### config.mk
export PLATFORM = sky130hd
export DESIGN_NAME = midi_arpeggiator_sequencer_unit_flat
export DESIGN_NICKNAME = d
export VERILOG_FILES = /design/src/rtl/core/mas_pkg.sv /design/src/rtl/core/mas_if.sv /design/src/rtl/core/mas_cell.sv /design/src/rtl/core/mas_mod.sv /design/src/rtl/core/midi_arpeggiator_sequencer_unit.sv /design/src/flat_wrapper.sv
export SDC_FILE = /design/constraint.sdc
export NUM_CORES = 1
export LEC_CHECK = 0
export BUFFER_PORTS_ARGS = -buffer_cell sky130_fd_sc_hd__buf_2
export CORE_AREA = 4 4 310 312
export DETAILED_ROUTE_END_ITERATION = 6
export DIE_AREA = 0 0 314 316
export PLACE_DENSITY = 0.49
export SYNTH_ARGS = -nofsm -noshare
export SYNTH_HDL_FRONTEND = slang
export SYNTH_HIERARCHICAL = 1
export SYNTH_SLANG_ARGS = --single-unit
### constraint.sdc
create_clock -name clk -period 12.55 [get_ports clk]
set_input_delay 2.51 -clock clk [delete_from_list [all_inputs] [get_ports clk]]
set_output_delay 2.51 -clock clk [all_outputs]
set_load 0.01 [all_outputs]
### src/rtl/core/mas_pkg.sv
// ----------------------------------------------------------------------------
// mas_pkg
// Shared constants, codes and types of the arpeggiator sequencer.
// ----------------------------------------------------------------------------
package mas_pkg;

	localparam int SET_CAPACITY_DEF = 16;
	localparam int MAX_BLOCK_DEF    = 4096;

	localparam int NOTE_W   = 7;
	localparam int COUNT_W  = 13;
	localparam int OFFSET_W = 12;
	localparam int PER_W    = 20;
	localparam int SUM_W    = PER_W + 1;

	localparam logic [PER_W-1:0] STEP_PERIOD_RST = PER_W'(22050);

	localparam logic [1:0] REQ_NOTE_ON  = 2'd0;
	localparam logic [1:0] REQ_NOTE_OFF = 2'd1;
	localparam logic [1:0] REQ_TICK     = 2'd2;

	localparam logic [1:0] MODE_ASC  = 2'd0;
	localparam logic [1:0] MODE_DESC = 2'd1;
	localparam logic [1:0] MODE_SAND = 2'd2;

	localparam logic [1:0] REG_ARP_MODE    = 2'd0;
	localparam logic [1:0] REG_OCTAVE_SPAN = 2'd1;
	localparam logic [1:0] REG_STEP_PERIOD = 2'd2;

	localparam logic EV_OFF = 1'b0;
	localparam logic EV_ON  = 1'b1;

	typedef enum logic [1:0] {
		CELL_HOLD,
		CELL_CMP,
		CELL_INS,
		CELL_REM
	} cell_op_t;

	typedef struct packed {
		cell_op_t            op;
		logic [NOTE_W-1:0]   key;
	} cell_ctl_t;

endpackage

### src/rtl/core/mas_if.sv
// ----------------------------------------------------------------------------
// mas_if
// Request and event channels of the arpeggiator sequencer.
// ----------------------------------------------------------------------------
interface mas_req_if;
	logic        valid;
	logic        ready;
	logic [1:0]  req_type;
	logic [6:0]  note;
	logic [12:0] sample_count;

	modport source (output valid, req_type, note, sample_count, input ready);
	modport sink   (input valid, req_type, note, sample_count, output ready);
endinterface

interface mas_evt_if;
	logic        valid;
	logic        ready;
	logic        event_kind;
	logic [6:0]  out_note;
	logic [11:0] sample_offset;
	logic        last;

	modport source (output valid, event_kind, out_note, sample_offset, last, input ready);
	modport sink   (input valid, event_kind, out_note, sample_offset, last, output ready);
endinterface

### src/rtl/core/mas_cell.sv
// ----------------------------------------------------------------------------
// mas_cell
// One slot of the sorted note chain: compares against a key, then takes
// the key or a neighbor's value on insert and remove.
// ----------------------------------------------------------------------------
module mas_cell #(
	parameter int IDX = 0,
	parameter int CW  = 5
) (
	input  logic               clk,
	input  logic               arst_n,
	input  mas_pkg::cell_ctl_t ctl,
	input  logic [CW-1:0]      count,
	input  logic [6:0]         left_val,
	input  logic               left_lt,
	input  logic [6:0]         right_val,
	output logic [6:0]         val,
	output logic               lt,
	output logic               eq
);
	import mas_pkg::*;

	logic [6:0] val_q;
	logic       lt_q;
	logic       eq_q;
	logic       in_set;
	logic       upto_end;

	assign in_set   = CW'(IDX) < count;
	assign upto_end = CW'(IDX) <= count;

	always_ff @(posedge clk or negedge arst_n) begin
		if (!arst_n) begin
			lt_q <= 1'b0;
			eq_q <= 1'b0;
		end else if (ctl.op == CELL_CMP) begin
			lt_q <= in_set && (val_q < ctl.key);
			eq_q <= in_set && (val_q == ctl.key);
		end
	end

	// entries >= key move up one place on insert, down on remove
	always_ff @(posedge clk) begin
		case (ctl.op)
			CELL_INS: begin
				if (upto_end && !lt_q) begin
					val_q <= left_lt ? ctl.key : left_val;
				end
			end
			CELL_REM: begin
				if (in_set && !lt_q) begin
					val_q <= right_val;
				end
			end
			default: ;
		endcase
	end

	assign val = val_q;
	assign lt  = lt_q;
	assign eq  = eq_q;

endmodule

### src/rtl/core/mas_mod.sv
// ----------------------------------------------------------------------------
// mas_mod
// Restoring remainder unit, one dividend bit per cycle.
// ----------------------------------------------------------------------------
module mas_mod #(
	parameter int DW = 21,
	parameter int VW = 20
) (
	input  logic          clk,
	input  logic          arst_n,
	input  logic          start,
	input  logic [DW-1:0] dividend,
	input  logic [VW-1:0] divisor,
	output logic          busy,
	output logic          done,
	output logic [VW-1:0] rem
);
	localparam int CNW = $clog2(DW + 1);

	logic [CNW-1:0] cnt_q;
	logic           busy_q;
	logic           done_q;
	logic [DW-1:0]  dvd_q;
	logic [VW-1:0]  dvs_q;
	logic [VW:0]    rem_q;
	logic [VW:0]    trial;
	logic           fits;

	assign trial = {rem_q[VW-1:0], dvd_q[DW-1]};
	assign fits  = trial >= {1'b0, dvs_q};

	always_ff @(posedge clk or negedge arst_n) begin
		if (!arst_n) begin
			busy_q <= 1'b0;
			done_q <= 1'b0;
			cnt_q  <= '0;
		end else begin
			done_q <= 1'b0;
			if (start) begin
				busy_q <= 1'b1;
				cnt_q  <= CNW'(DW);
			end else if (busy_q) begin
				cnt_q <= cnt_q - CNW'(1);
				if (cnt_q == CNW'(1)) begin
					busy_q <= 1'b0;
					done_q <= 1'b1;
				end
			end
		end
	end

	always_ff @(posedge clk) begin
		if (start) begin
			dvd_q <= dividend;
			dvs_q <= divisor;
			rem_q <= '0;
		end else if (busy_q) begin
			dvd_q <= dvd_q << 1;
			rem_q <= fits ? (trial - {1'b0, dvs_q}) : trial;
		end
	end

	assign busy = busy_q;
	assign done = done_q;
	assign rem  = rem_q[VW-1:0];

endmodule

### src/rtl/core/midi_arpeggiator_sequencer_unit.sv
// ----------------------------------------------------------------------------
// midi_arpeggiator_sequencer_unit
// Sorted held-note chain with an arpeggio step sequencer on audio ticks.
//
//   channel  dir  handshake     payload
//   req      in   valid/ready   req_type, note, sample_count
//   evt      out  valid/ready   event_kind, out_note, sample_offset, last
//   apb      in   psel/penable  arp_mode, octave_span, step_period
//
// note on/off: a compare state and a commit state per octave copy,
// octave_span+1 copies in all; a tick that steps runs the one-bit-a-cycle
// remainder unit once for the phase and once for the step index; a tick
// that does not step runs it for the phase only
// reset clears counts and flags; the note chain holds no reset values
// one request is worked at a time; a held event stalls only a stepping tick
// ----------------------------------------------------------------------------
module midi_arpeggiator_sequencer_unit #(
	parameter int SET_CAPACITY = mas_pkg::SET_CAPACITY_DEF,
	parameter int MAX_BLOCK    = mas_pkg::MAX_BLOCK_DEF
) (
	input  logic        clk,
	input  logic        arst_n,
	input  logic        psel,
	input  logic        penable,
	input  logic        pwrite,
	input  logic [3:0]  paddr,
	input  logic [31:0] pwdata,
	output logic [31:0] prdata,
	output logic        pready,
	mas_req_if.sink     req,
	mas_evt_if.source   evt
);
	import mas_pkg::*;

	localparam int CW   = $clog2(SET_CAPACITY + 1);
	localparam int IW   = $clog2(SET_CAPACITY);
	localparam int NMAX = (MAX_BLOCK < 8191) ? MAX_BLOCK : 8191;

	typedef enum logic [2:0] {
		S_IDLE,
		S_NCMP,
		S_NCOMMIT,
		S_TOFF,
		S_TMOD,
		S_IMOD,
		S_IREAD,
		S_EMIT
	} state_t;

	state_t            state_q;
	logic [1:0]        arp_mode_q;
	logic [2:0]        octave_span_q;
	logic [PER_W-1:0]  step_period_q;

	logic [CW-1:0]     held_count_q;
	logic [IW-1:0]     step_index_q;
	logic [PER_W-1:0]  phase_q;
	logic [6:0]        sounding_note_q;
	logic              sounding_valid_q;

	logic              is_ins_q;
	logic [7:0]        v_q;
	logic [2:0]        k_q;

	logic [SUM_W-1:0]  sum_q;
	logic [PER_W-1:0]  period_q;
	logic [COUNT_W-1:0] n_q;
	logic              fire_q;
	logic [OFFSET_W-1:0] off_q;

	logic              mod_start_q;
	logic [SUM_W-1:0]  mod_a_q;
	logic [PER_W-1:0]  mod_b_q;
	logic              mod_busy;
	logic              mod_done;
	logic [PER_W-1:0]  mod_rem;

	logic              slot_kind_q [2];
	logic [6:0]        slot_note_q [2];
	logic [1:0]        pend_q;
	logic              e_q;

	logic              evt_valid_q;
	logic              evt_kind_q;
	logic [6:0]        evt_note_q;
	logic [OFFSET_W-1:0] evt_off_q;
	logic              evt_last_q;

	cell_ctl_t         ctl;
	logic [6:0]        vals [SET_CAPACITY];
	logic [SET_CAPACITY-1:0] lts;
	logic [SET_CAPACITY-1:0] eqs;

	logic              cfg_wr;
	logic              accept;
	logic              dup;
	logic              v_ok;
	logic              ins_ok;
	logic              rem_ok;
	logic [COUNT_W-1:0] n_sat;
	logic [PER_W-1:0]  period_in;
	logic [PER_W-1:0]  diff;
	logic [COUNT_W-1:0] nm1;
	logic [COUNT_W-1:0] off_c;
	logic [CW-1:0]     ic;
	logic [CW-1:0]     half;
	logic [CW-1:0]     nxt;
	logic              is_last;

	// configuration port
	assign pready = 1'b1;
	assign cfg_wr = psel && penable && pwrite;

	always_ff @(posedge clk or negedge arst_n) begin
		if (!arst_n) begin
			arp_mode_q    <= MODE_ASC;
			octave_span_q <= '0;
			step_period_q <= STEP_PERIOD_RST;
		end else if (cfg_wr) begin
			case (paddr[3:2])
				REG_ARP_MODE:    arp_mode_q    <= pwdata[1:0];
				REG_OCTAVE_SPAN: octave_span_q <= pwdata[2:0];
				REG_STEP_PERIOD: step_period_q <= pwdata[PER_W-1:0];
				default: ;
			endcase
		end
	end

	always_comb begin
		case (paddr[3:2])
			REG_ARP_MODE:    prdata = {30'd0, arp_mode_q};
			REG_OCTAVE_SPAN: prdata = {29'd0, octave_span_q};
			REG_STEP_PERIOD: prdata = {12'd0, step_period_q};
			default:         prdata = '0;
		endcase
	end

	// note chain
	assign dup    = |eqs;
	assign v_ok   = v_q <= 8'd127;
	assign ins_ok = v_ok && !dup && (held_count_q < CW'(SET_CAPACITY));
	assign rem_ok = v_ok && dup;

	always_comb begin
		ctl.key = v_q[6:0];
		case (state_q)
			S_NCMP:    ctl.op = CELL_CMP;
			S_NCOMMIT: begin
				if (is_ins_q) begin
					ctl.op = ins_ok ? CELL_INS : CELL_HOLD;
				end else begin
					ctl.op = rem_ok ? CELL_REM : CELL_HOLD;
				end
			end
			default:   ctl.op = CELL_HOLD;
		endcase
	end

	for (genvar g = 0; g < SET_CAPACITY; g++) begin : g_cell
		logic [6:0] lv;
		logic       ll;
		logic [6:0] rv;
		if (g == 0) begin : g_first
			assign lv = vals[g];
			assign ll = 1'b1;
		end else begin : g_mid
			assign lv = vals[g-1];
			assign ll = lts[g-1];
		end
		if (g == SET_CAPACITY - 1) begin : g_tail
			assign rv = vals[g];
		end else begin : g_body
			assign rv = vals[g+1];
		end
		mas_cell #(.IDX(g), .CW(CW)) u_cell (
			.clk       (clk),
			.arst_n    (arst_n),
			.ctl       (ctl),
			.count     (held_count_q),
			.left_val  (lv),
			.left_lt   (ll),
			.right_val (rv),
			.val       (vals[g]),
			.lt        (lts[g]),
			.eq        (eqs[g])
		);
	end

	mas_mod #(.DW(SUM_W), .VW(PER_W)) u_mod (
		.clk      (clk),
		.arst_n   (arst_n),
		.start    (mod_start_q),
		.dividend (mod_a_q),
		.divisor  (mod_b_q),
		.busy     (mod_busy),
		.done     (mod_done),
		.rem      (mod_rem)
	);

	// tick arithmetic
	assign n_sat     = (32'(req.sample_count) > NMAX) ? COUNT_W'(NMAX) : req.sample_count;
	assign period_in = (step_period_q == '0) ? PER_W'(1) : step_period_q;
	assign diff      = period_q - phase_q;
	assign nm1       = n_q - COUNT_W'(1);

	always_comb begin
		if (phase_q >= period_q) begin
			off_c = '0;
		end else if (diff > PER_W'(nm1)) begin
			off_c = nm1;
		end else begin
			off_c = diff[COUNT_W-1:0];
		end
	end

	// next step index from the reduced index
	assign ic   = CW'(mod_rem[IW-1:0]);
	assign half = held_count_q >> 1;

	always_comb begin
		case (arp_mode_q)
			MODE_ASC:  nxt = (ic + CW'(1) == held_count_q) ? '0 : ic + CW'(1);
			MODE_DESC: nxt = (ic == '0) ? held_count_q - CW'(1) : ic - CW'(1);
			MODE_SAND: begin
				if (ic < half) begin
					nxt = held_count_q - CW'(1) - ic;
				end else if (ic > half) begin
					nxt = held_count_q - ic;
				end else begin
					nxt = '0;
				end
			end
			default:   nxt = ic;
		endcase
	end

	assign req.ready = (state_q == S_IDLE);
	assign accept    = req.valid && req.ready;
	assign is_last   = ({1'b0, e_q} == pend_q - 2'd1);

	always_ff @(posedge clk or negedge arst_n) begin
		if (!arst_n) begin
			state_q          <= S_IDLE;
			held_count_q     <= '0;
			step_index_q     <= '0;
			phase_q          <= '0;
			sounding_note_q  <= '0;
			sounding_valid_q <= 1'b0;
			mod_start_q      <= 1'b0;
			pend_q           <= '0;
			e_q              <= 1'b0;
			evt_valid_q      <= 1'b0;
			is_ins_q         <= 1'b0;
			k_q              <= '0;
			fire_q           <= 1'b0;
		end else begin
			mod_start_q <= 1'b0;
			if (evt_valid_q && evt.ready) begin
				evt_valid_q <= 1'b0;
			end
			case (state_q)
				S_IDLE: begin
					if (accept) begin
						if (req.req_type == REQ_NOTE_ON || req.req_type == REQ_NOTE_OFF) begin
							is_ins_q <= (req.req_type == REQ_NOTE_ON);
							v_q      <= {1'b0, req.note};
							k_q      <= '0;
							state_q  <= S_NCMP;
						end else if (req.req_type == REQ_TICK && req.sample_count != '0) begin
							n_q      <= n_sat;
							period_q <= period_in;
							sum_q    <= {1'b0, phase_q} + SUM_W'(n_sat);
							state_q  <= S_TOFF;
						end
					end
				end
				S_NCMP: state_q <= S_NCOMMIT;
				S_NCOMMIT: begin
					if (is_ins_q && ins_ok) begin
						held_count_q <= held_count_q + CW'(1);
					end else if (!is_ins_q && rem_ok) begin
						held_count_q <= held_count_q - CW'(1);
					end
					if (k_q == octave_span_q) begin
						state_q <= S_IDLE;
					end else begin
						k_q     <= k_q + 3'd1;
						v_q     <= v_q + 8'd12;
						state_q <= S_NCMP;
					end
				end
				S_TOFF: begin
					fire_q      <= sum_q >= {1'b0, period_q};
					off_q       <= off_c[OFFSET_W-1:0];
					pend_q      <= '0;
					e_q         <= 1'b0;
					mod_a_q     <= sum_q;
					mod_b_q     <= period_q;
					mod_start_q <= 1'b1;
					state_q     <= S_TMOD;
				end
				S_TMOD: begin
					if (mod_done) begin
						phase_q <= mod_rem;
						if (!fire_q) begin
							state_q <= S_IDLE;
						end else begin
							if (sounding_valid_q) begin
								slot_kind_q[0]   <= EV_OFF;
								slot_note_q[0]   <= sounding_note_q;
								pend_q           <= 2'd1;
								sounding_valid_q <= 1'b0;
							end
							if (held_count_q != '0) begin
								mod_a_q     <= SUM_W'(step_index_q);
								mod_b_q     <= PER_W'(held_count_q);
								mod_start_q <= 1'b1;
								state_q     <= S_IMOD;
							end else begin
								state_q <= S_EMIT;
							end
						end
					end
				end
				S_IMOD: begin
					if (mod_done) begin
						step_index_q <= nxt[IW-1:0];
						state_q      <= S_IREAD;
					end
				end
				S_IREAD: begin
					sounding_note_q       <= vals[step_index_q];
					sounding_valid_q      <= 1'b1;
					slot_kind_q[pend_q[0]] <= EV_ON;
					slot_note_q[pend_q[0]] <= vals[step_index_q];
					pend_q                <= pend_q + 2'd1;
					state_q               <= S_EMIT;
				end
				S_EMIT: begin
					if (pend_q == '0) begin
						state_q <= S_IDLE;
					end else if (!evt_valid_q || evt.ready) begin
						evt_valid_q <= 1'b1;
						evt_kind_q  <= slot_kind_q[e_q];
						evt_note_q  <= slot_note_q[e_q];
						evt_off_q   <= off_q;
						evt_last_q  <= is_last;
						if (is_last) begin
							state_q <= S_IDLE;
						end else begin
							e_q <= 1'b1;
						end
					end
				end
				default: state_q <= S_IDLE;
			endcase
		end
	end

	assign evt.valid         = evt_valid_q;
	assign evt.event_kind    = evt_kind_q;
	assign evt.out_note      = evt_note_q;
	assign evt.sample_offset = evt_off_q;
	assign evt.last          = evt_last_q;

	a_count_bound: assert property (@(posedge clk) disable iff (!arst_n)
		held_count_q <= CW'(SET_CAPACITY))
		else $error("held count above capacity");

	a_mod_idle_start: assert property (@(posedge clk) disable iff (!arst_n)
		mod_start_q |-> !mod_busy)
		else $error("remainder unit started while busy");

	a_mod_done_state: assert property (@(posedge clk) disable iff (!arst_n)
		mod_done |-> (state_q == S_TMOD || state_q == S_IMOD))
		else $error("remainder result outside a waiting state");

endmodule
### src/flat_wrapper.sv
// flat-port wrapper written by rule: the top's interface ports become plain ports
module midi_arpeggiator_sequencer_unit_flat import mas_pkg::*;
#(
	parameter int SET_CAPACITY = mas_pkg::SET_CAPACITY_DEF,
	parameter int MAX_BLOCK    = mas_pkg::MAX_BLOCK_DEF
)
  (clk, arst_n, psel, penable, pwrite, paddr, pwdata, prdata, pready, req_valid, req_req_type, req_note, req_sample_count, req_ready, evt_valid, evt_event_kind, evt_out_note, evt_sample_offset, evt_last, evt_ready);
  mas_req_if req_i ();
  mas_evt_if evt_i ();
  input  logic clk;
  input  logic arst_n;
  input  logic psel;
  input  logic penable;
  input  logic pwrite;
  input  logic [3:0] paddr;
  input  logic [31:0] pwdata;
  output logic [31:0] prdata;
  output logic pready;
  input wire logic [$bits(req_i.valid)-1:0] req_valid;
  input wire logic [$bits(req_i.req_type)-1:0] req_req_type;
  input wire logic [$bits(req_i.note)-1:0] req_note;
  input wire logic [$bits(req_i.sample_count)-1:0] req_sample_count;
  output wire logic [$bits(req_i.ready)-1:0] req_ready;
  output wire logic [$bits(evt_i.valid)-1:0] evt_valid;
  output wire logic [$bits(evt_i.event_kind)-1:0] evt_event_kind;
  output wire logic [$bits(evt_i.out_note)-1:0] evt_out_note;
  output wire logic [$bits(evt_i.sample_offset)-1:0] evt_sample_offset;
  output wire logic [$bits(evt_i.last)-1:0] evt_last;
  input wire logic [$bits(evt_i.ready)-1:0] evt_ready;
  assign req_i.valid = req_valid;
  assign req_i.req_type = req_req_type;
  assign req_i.note = req_note;
  assign req_i.sample_count = req_sample_count;
  assign req_ready = req_i.ready;
  assign evt_valid = evt_i.valid;
  assign evt_event_kind = evt_i.event_kind;
  assign evt_out_note = evt_i.out_note;
  assign evt_sample_offset = evt_i.sample_offset;
  assign evt_last = evt_i.last;
  assign evt_i.ready = evt_ready;
  midi_arpeggiator_sequencer_unit #(.SET_CAPACITY(SET_CAPACITY), .MAX_BLOCK(MAX_BLOCK)) u_core (.clk(clk), .arst_n(arst_n), .psel(psel), .penable(penable), .pwrite(pwrite), .paddr(paddr), .pwdata(pwdata), .prdata(prdata), .pready(pready), .req(req_i), .evt(evt_i));
endmodule
==> flow_summary_export.csv <==
group,metric,value,unit
clock_network,tritoncts,"yes",
clock_network,worstSkewPairLatency,0.62,ns
power,p_leak,0.01221,µW
clock_network,cts_resized,0,
worst_setup_path,rr_worst_depth,20,
grt,antenna_found_initial,1,
routing,drtIter0Drc,1547,
layout,fillers,9339,
placement,place.port_buffers,93,
synth,synth_top_flop_cell,"edfxtp_1",
layout,final_nets,2999,
clock_network,cts_setup_buffers,0,
clock_network,htree_levels,2,
floorplan,chipWidth,314,µm
clock_network,clockBufferDepth,3,
worst_hold_path,hold_path_startpoint,"u_core/mod_b_q[1]$_DFFE_PP_",
routing,drc,0,
sta,slew_violations,0,
sta,setup_violations,0,
worst_hold_path,hold_path.class,"flop to flop",
worst_setup_path,reg2reg_from,"u_core/period_q[0]$_SDFFCE_PN1P_",
grt,grt_usage,16.73,%
worst_setup_path,cpMostUsedCell,"buf_2",
floorplan,die_area,0.09922,mm²
floorplan,dieHeight,316,µm
routing,wl_per_cell,21.16,µm
grt,overflow,0,
routing,viasPerCell,5.162,
synth,syn_area,0.02785,mm²
synth,synth_cell_type_count,119,
synth,synth-edff-count,305,
power,power.density,201.7,mW/mm²
grt,grt_pass1_wl,128.2,mm
worst_setup_path,cp_max_fo,18,
clock_network,cts-root-buf,"clkbuf_16",
sta,fin_skew,0.03928,ns
floorplan,design.portCount,121,
grt,grt_max_degree,67,
synth,ys_seq_area_share,44.60,%
clock_network,numCtsBuffers,53,
run,cap_violations,0,
clock_network,path_clk_slew,0.06,ns
synth,async_reset_ff_share,25.97,%
sta,max_freq,169.9,MHz
routing,vias,20700,
worst_setup_path,crit_end,"prdata[14]",
worst_setup_path,regToRegSetupSlack,7.22,ns
worst_setup_path,worst-path-stages,5,
sta,fin_crit_sh,46.91,%
layout,final_cell_mix,"nand2_1 (312), edfxtp_1 (305), inv_1 (230)",
sta,fin_setup_tns,0,ns
worst_setup_path,cp_num_buf_inv,3,
layout,final_cells,4010,
worst_setup_path,timing.rr.end,"u_core/off_q[10]$_SDFFCE_PP0P_",
routing,first_pass_iters,5,
power,irDropWorstVdd,0.00009035,V
synth,synth.area.top_cells,"edfxtp_1 (33%), ha_1 (9.8%), dfrtp_1 (9.7%), mux2i_1 (4.8%), nand2_1 (4.2%)",
routing,drtAntennaViolNets,0,
layout,layout_commonest_cell,"nand2_1",
layout,synthToLayoutAreaGrowth,12.67,%
worst_setup_path,startpoint_type,"input pin",
routing,drt_wl_total,84.84,mm
placement,dp_hpwl,59.85,mm
clock_network,cts.sinks,439,
worst_setup_path,cp_top_family,"buffers and inverters",
layout,drive_gt1_share,14.37,%
floorplan,start_util,29.93,%
worst_setup_path,critPathCaptureType,"output port",
worst_setup_path,cp-startpoint,"paddr[3]",
floorplan,fp-row-count,112,
floorplan,core,0.09305,mm²
synth,ys_seq_elements,439,
worst_setup_path,slowest_delay,0.23,ns
power,finalPower,6328,µW
sta,worstMarginPinSlew,1.400,ns
sta,hold_viol,0,
placement,routabilityCongestion,0.8667,
synth,syn_inst,2647,
worst_setup_path,worstPathCellList,"buf_2, nor2b_1, buf_4, and2_1, buf_2",
sta,rsz0062_at_grt,"no",
worst_setup_path,cp_slowest_cell,"buf_4",
worst_setup_path,cp.arrival,3.38,ns
synth,yosysTopAreaCell,"edfxtp_1",
synth,ys.warnings.count,6,
sta,finalWorstPathRequiredPeriod,5.887,ns
worst_setup_path,path_class,"input pin to output port",
placement,post-place-cells,3909,
status,status,"complete, no violations",
sta,relSlewSlack,6.449,%
worst_setup_path,cp.required,10.04,ns
grt,grt_pass1_vias,20680,
synth,synth.avg_cell_area,10.52,µm²
synth,synth_top_area_share,32.89,%
clock_network,hold_buffers,0,
-- how the worst min path moves through the flow --
stage	to	slack, ns	depth (start not counted)
4_1_cts	u_core/u_mod/dvs_q[1]$_DFFE_PP_	0.42	0
5_1_grt	u_core/evt.sample_offset[6]$_DFFE_PP_	0.43	0
2_1_floorplan	u_core/evt.sample_offset[0]$_DFFE_PP_	0.40	0
3_5_place_dp	u_core/evt.sample_offset[4]$_DFFE_PP_	0.41	0
3_3_place_gp	u_core/u_mod/dvs_q[14]$_DFFE_PP_	0.40	0
6_report	u_core/u_mod/dvs_q[1]$_DFFE_PP_	0.42	0
-- kinds of logic (layout without fill, tap and decap cells) --
logic type | Yosys count | count (layout) | synth area share (%)
simple gates | 756 | 756 | 13.74
mux | 232 | 232 | 10.20
compound gates | 556 | 556 | 13.30
flops | 439 | 439 | 44.60
buf+inv | 356 | 452 | 5.356
xor+xnor | 82 | 82 | 2.579
fa+ha+maj | 224 | 224 | 10.20
other cells | 2 | 15 | 0.02697
-- power by group --
part / switching, µW / total, µW / leakage, µW / internal, µW
registers: 341 / 2240 / 0.00444 / 1900
clock network: 632 / 1620 / 0.000891 / 988
logic: 1450 / 2470 / 0.00689 / 1020
total: 2420 / 6330 / 0.0122 / 3910
-- state kept, by name (all words and copies together) (netlist names), 7 cells and up --
name / flops
u_core/mod_b_q: 20
u_core/u_mod/dvd_q: 21
u_core/g_cell.u_cell/eq: 16
u_core/evt.sample_offset: 12
u_core/g_cell.u_cell/lt: 16
u_core/step_period_q: 20
u_core/off_q: 12
u_core/u_mod/rem_q: 20
u_core/sum_q: 21
u_core/n_q: 13
u_core/period_q: 20
u_core/v_q: 8
u_core/mod_a_q: 21
u_core/evt.out_note: 7
u_core/slot_note_q: 14
u_core/u_mod/dvs_q: 20
u_core/sounding_note_q: 7
u_core/phase_q: 20
u_core/g_cell.u_cell/val: 112
-- layout make-up --
class,count,area (µm²),area share (%)
Tap cell,1254,1569,5.001
Clock buffer,80,1540,4.909
Antenna cell,1,2.502,0.007975
Sequential cell,439,12420,39.59
Timing Repair Buffer,121,681.9,2.173
Inverter,231,867.1,2.763
Multi-Input combinational cell,1864,14010,44.67
Clock inverter,20,277.8,0.8853
-- cells in the mapped netlist, drive strengths merged, types with 20 or more instances --
| library cell | number |
|---|---|
| nand4 | 35 |
| mux2i | 133 |
| xor2 | 30 |
| buf | 56 |
| mux2 | 64 |
| ha | 219 |
| inv | 230 |
| nor2 | 101 |
| and2 | 46 |
| clkbuf | 69 |
| nor3 | 35 |
| nand3 | 42 |
| dfxtp | 20 |
| edfxtp | 305 |
| nor2b | 50 |
| nand2 | 312 |
| a21o | 35 |
| o21ai | 217 |
| dfrtp | 108 |
| a21oi | 121 |
| xnor2 | 52 |
| mux4 | 35 |
| nand2b | 44 |
-- stage by stage --
step | setup WS (ns) | hold WS (ns) | area, µm² | util (%)
floorplan | 6.567 | 0.4003 | 27890 | -
finish | 6.663 | 0.4174 | 31380 | 33.72
CTS | 6.640 | 0.4162 | 31370 | 33.72
global placement | 6.709 | 0.4024 | 29560 | 31.76
detailed placement | 6.644 | 0.4059 | 29560 | 31.76
global route | 6.583 | 0.4254 | 31370 | 33.72
-- layer usage --
layer,vias up,global-route usage (%),wire (µm)
li1,9699,-,-
met2,583,27.46,39050
met5,-,0,8
met4,2,3.984,1787
met1,10290,23.38,39680
met3,131,2.399,4319
(Power assumes the default switching activity.)
